$ cat config.mk
export PLATFORM = sky130hd
export DESIGN_NAME = bbb_cell
export DESIGN_NICKNAME = d
export VERILOG_FILES = /design/src/sv/bbb_pkg.sv /design/src/sv/bbb_cell.sv
export SDC_FILE = /design/constraint.sdc
export NUM_CORES = 1
export LEC_CHECK = 0
export BUFFER_PORTS_ARGS = -buffer_cell sky130_fd_sc_hd__buf_4
export CAP_MARGIN = 20
export CORE_ASPECT_RATIO = 1.5
export CORE_MARGIN = 2
export CORE_UTILIZATION = 25
export DETAILED_ROUTE_END_ITERATION = 8
export SKIP_CTS_REPAIR_TIMING = 1
export SYNTH_ARGS = -nofsm -noshare
export SYNTH_HDL_FRONTEND = slang
export SYNTH_SLANG_ARGS = --single-unit
export TNS_END_PERCENT = 5
$ cat constraint.sdc
create_clock -name i_clk -period 7.6 [get_ports i_clk]
set_input_delay 1.52 -clock i_clk [delete_from_list [all_inputs] [get_ports i_clk]]
set_output_delay 1.52 -clock i_clk [all_outputs]
set_load 0.02 [all_outputs]
$ cat src/sv/bbb_pkg.sv
// bbb_pkg: shared codes, widths and types of the boundary bisection binner
// used by bbb_cell and boundary_bisection_binner; depends on nothing else
package bbb_pkg;

    // input item modes
    localparam logic [1:0] MODE_WRITE    = 2'd0;
    localparam logic [1:0] MODE_CLASSIFY = 2'd1;
    localparam logic [1:0] MODE_CLEAR    = 2'd2;

    // fixed field widths
    localparam int CFG_BITS   = 7;
    localparam int WIDX_BITS  = 6;
    localparam int BIN_BITS   = 6;
    localparam int ID_BITS    = 16;
    localparam int COUNT_BITS = 16;
    localparam logic [COUNT_BITS-1:0] COUNT_MAX = '1;

    // cells are read back in groups of eight
    localparam int GROUP_BITS = 3;

    // sequencer states
    typedef enum logic [2:0] {
        ST_IDLE,
        ST_CMP,
        ST_CHECK,
        ST_SEARCH,
        ST_FETCH,
        ST_PICK,
        ST_DONE
    } t_state;

    // strobes broadcast to every cell
    typedef struct packed {
        logic wr;
        logic clr;
        logic inc;
    } t_cell_cmd;

    // registered compare flags of one cell
    typedef struct packed {
        logic ge;
        logic le;
    } t_cell_flags;

endpackage

$ cat src/sv/bbb_cell.sv
// bbb_cell: one boundary entry with its bin count and position compare
// depends on bbb_pkg
module bbb_cell #(
    parameter int POSITION_BITS = 32,
    parameter int SEL_BITS      = 6,
    parameter int INDEX         = 0
) (
    input  logic                              i_clk,
    input  logic                              i_rst_n,
    input  bbb_pkg::t_cell_cmd                i_cmd,
    input  logic [bbb_pkg::WIDX_BITS-1:0]     i_wr_idx,
    input  logic signed [POSITION_BITS-1:0]   i_wr_data,
    input  logic signed [POSITION_BITS-1:0]   i_pos,
    input  logic [SEL_BITS-1:0]               i_sel,
    output bbb_pkg::t_cell_flags              o_flags,
    output logic [bbb_pkg::COUNT_BITS-1:0]    o_count
);
    import bbb_pkg::*;

    logic signed [POSITION_BITS-1:0] r_bound;
    logic [COUNT_BITS-1:0]           r_count;
    t_cell_flags                     r_flags;
    logic                            w_wr_hit;
    logic                            w_sel_hit;

    assign w_wr_hit  = i_cmd.wr && (int'(i_wr_idx) == INDEX);
    assign w_sel_hit = (int'(i_sel) == INDEX);

    // boundary entry, undefined until written
    always_ff @(posedge i_clk) begin
        if (w_wr_hit) begin
            r_bound <= i_wr_data;
        end
    end

    // compare the broadcast position against this entry
    always_ff @(posedge i_clk) begin
        r_flags.ge <= (i_pos >= r_bound);
        r_flags.le <= (i_pos <= r_bound);
    end

    // bin count, cleared by reset and by a clear item
    always_ff @(posedge i_clk) begin
        if (!i_rst_n) begin
            r_count <= '0;
        end else if (i_cmd.clr) begin
            r_count <= '0;
        end else if (i_cmd.inc && w_sel_hit) begin
            r_count <= r_count + COUNT_BITS'(1);
        end
    end

    assign o_flags = r_flags;
    assign o_count = r_count;

endmodule
==> key figures <==
Yosys
  – Sequential share of the synthesized area: 51.9%
  – Post-synthesis xor/xnor area fraction: 3.78%
  – Mapped Cells: 232
  – Synthesized flop and latch total: 50
  – Netlist Area Pre-Place: 2550 um2
  – Syn. warnings: 0
  – Post-synth EDFFs: 32
  – Synth async-reset ratio: 0%
  – Distinct cells, synth: 33
  – Syn Nets: 346
  – Syn_area_per_cell: 11.0 um2
  – Adder-cell share of the synthesized area: 16.2%
  – Largest family of logic cells by synthesized area: adder cells
  – Most used DFF post-synth: edfxtp_1
  – Post-synthesis compound-gate area fraction: 7.96%
  – Post-synthesis mux area share: 0.885%
  – Post-Synth Simple-Gate Area: 14.0%

Setup path
  – Req. time, crit path: 7.78 ns
  – Reg2Reg Launch Point: r_bound[14]$_DFFE_PP_
  – WS Path Type: in2reg
  – CP endpoint kind: flip-flop
  – Worst setup SP type: input port
  – Critical-path top delay cell: nor4_1
  – Data arrival time of the worst path: 3.39 ns
  – Flop2flop setup slack: 5.34 ns
  – R2R cell count: 8
  – Cell breakdown of the critical path: buf_4 > ha_1 > nand4_1 > nor4_1 > a21boi_0 > o31ai_1 > o2111ai_1 > mux2_2
  – Crit path max fanout: 3
  – CP max stage delay: 0.47 ns
  – RR Endpoint: o_flags[0]$_DFF_P_

Timing
  – Max-slew violations: 0
  – Final number of hold-violating endpoints: 0
  – Final setup TNS: 0 ns
  – RSZ-0062 raised after global routing: no
  – Max_slew headroom: 59.9%
  – Period utilization: 42.2%
  – Hold_ws: 0.509 ns
  – Max Freq: 311 MHz
  – Period minus WS final: 3.21 ns
  – Skew final: 0.00382 ns
  – Final setup fails: 0
  – Worst Tran Pin Value: 0.602 ns

Route
  – Drt via density: 4.44
  – Vias: 2014
  – Post-route DRC violation count: 0
  – WL final: 5740 um
  – Final ANT Viol Nets: 0
  – DR iter-0 viols: 48
  – DR WL/cell: 12.7 um
  – Drt pass-1 iters: 4

CTS
  – CTS max path bufs: 2
  – Clk_lat worst skew: 0.29 ns
  – TritonCTS buffer count: 5
  – Root buffer cell: clkbuf_16
  – CTS clk-pin slew, worst paths: 0.07 ns
  – H-Tree Depth: 2
  – CTS tree: done
  – CTS Sinks: 50

GRT
  – M1 GR Usage: 10.6%
  – Gr busiest metal: met2
  – Met3 usage: 3.75%
  – Total track usage: 10.6%
  – M2 GR Usage: 20.0%
  – Largest net degree at the start of global routing: 33
  – Vias in the first global route: 2041
  – First-pass GRT wire length: 9070 um
  – GRT overflow: 0
  – Initial antenna violation count: 0

Layout
  – Antenna fix cells: 0
  – FILL cells: 1031
  – Area delta synth->final: 40.5%
  – Share of cells above drive strength 1: 33.5%
  – Post-route cell area: 3580 um2
  – Nets: 450

Pwr
  – Pwr/cell area: 160 nW/um2
  – P_leak: 1.60 nW
  – VDD IR-drop max: 0.0894 mV
  – Final Power: 0.573 mW

Floorplanning
  – Initial Util: 25.4%
  – # IOs: 99
  – Width of the die: 86.4 um
  – Row Count: 45
  – Core area: 10000 um2
  – DIE AREA: 11000 um2
  – Die height: 128 um

Outcome
  – Outcome: completed

Place
  – Post-DP HPWL: 4710 um
  – Post-place instance area: 3430 um2
  – IO Port Bufs: 98
  – RD Place Congestion: 0.680

Min path
  – Min-delay src: o_count[1]$_SDFFE_PP0P_
  – Worst min-delay path category: reg2reg
  – Cell depth of the worst hold path: 2
  – Hold-critical path endpoint: o_count[1]$_SDFFE_PP0P_

Job
  – Number of max-cap violations: 0
## worst max path at each step
| stage | start | end | slack [ns] | cells past startpoint |
|---|---|---|---|---|
| after floorplan | i_wr_idx[2] | r_bound[0]$_DFFE_PP_ | 1.84 | 2 |
| after global placement | i_pos[14] | o_flags[0]$_DFF_P_ | 4.09 | 8 |
| after detailed placement | i_pos[14] | o_flags[1]$_DFF_P_ | 4.01 | 8 |
| after CTS | i_pos[14] | o_flags[1]$_DFF_P_ | 4.32 | 8 |
| after global routing | i_pos[14] | o_flags[1]$_DFF_P_ | 4.20 | 8 |
| final | i_pos[14] | o_flags[0]$_DFF_P_ | 4.39 | 8 |
## kinds of logic (layout without fill, tap and decap cells)
logic type      Yosys count  after routing
xor+xnor                 11             11
compound gates           34             34
buf+inv                  36            141
flops                    50             50
mux                       2              2
simple gates             66             66
fa+ha+maj                33             33
## state kept, by name, indices dropped and copies added, names as in the netlist
signal and count:
o_count 16, o_flags 2, r_bound 32
## Yosys cell counts, types with 5 or more instances
library cell,number,area share (%)
dfxtp_1,18,14
edfxtp_1,32,38
xor2_1,7,2.4
inv_1,34,5.0
a21oi_1,16,3.1
or3_1,5,1.2
nand2_1,13,1.9
o21ai_0,7,1.4
nor2_1,15,2.2
nand3_1,10,2.0
nand4_1,10,2.5
ha_1,33,16
## critical path, delay by kind of cell
| family | cells | cell delay, ns |
|---|---|---|
| buffers and inverters | 1 | 0.11 |
| multiplexers | 1 | 0.36 |
| AND/OR/NAND/NOR | 2 | 0.63 |
| AO/OA/AOI/OAI | 3 | 0.45 |
| adder cells (fa/ha/maj) | 1 | 0.32 |
## stage by stage
stage	setup slack (ns)	std cells	util, %
global route	4.20	454	35.7
global placement	4.09	446	34.3
CTS	4.32	454	35.7
detailed placement	4.01	446	34.3
finish	4.39	454	35.7
floorplan	1.84	232	-
## where the power goes
part / internal, mW / switching, mW / total, mW
Clock: 0.122 / 0.101 / 0.224
Sequential: 0.290 / 0.000580 / 0.291
Combinational: 0.0374 / 0.0212 / 0.0586
## cells in the final DEF, fill, tap and decap left out, drive strengths merged, types with 2 or more instances in the layout
master / count
a21o: 4
a21oi: 17
buf: 99
clkbuf: 5
dfxtp: 18
edfxtp: 32
ha: 33
inv: 36
mux2: 2
nand2: 13
nand2b: 2
nand3: 10
nand4: 10
nor2: 15
nor3: 3
nor4: 2
o21ai: 7
or3: 5
xnor2: 4
xor2: 7
## area by class of cell
| class | instances | area, um2 | area share (%) |
|---|---|---|---|
| inverters | 34 | 128 | 3.57 |
| clock buffers | 5 | 125 | 3.50 |
| clock inverters | 3 | 18.8 | 0.524 |
| flip-flops and latches | 50 | 1320 | 36.9 |
| well taps | 117 | 146 | 4.09 |
| repair buffers | 99 | 743 | 20.8 |
| multi-input cells | 146 | 1100 | 30.6 |
## layer usage
layer	vias up	part of all wire (%)
li1	1035	-
met1	908	37
met2	67	54
met3	4	8.2
met4	0	0.78
met5	-	0
No activity file was read; power rests on OpenSTA's default activity.
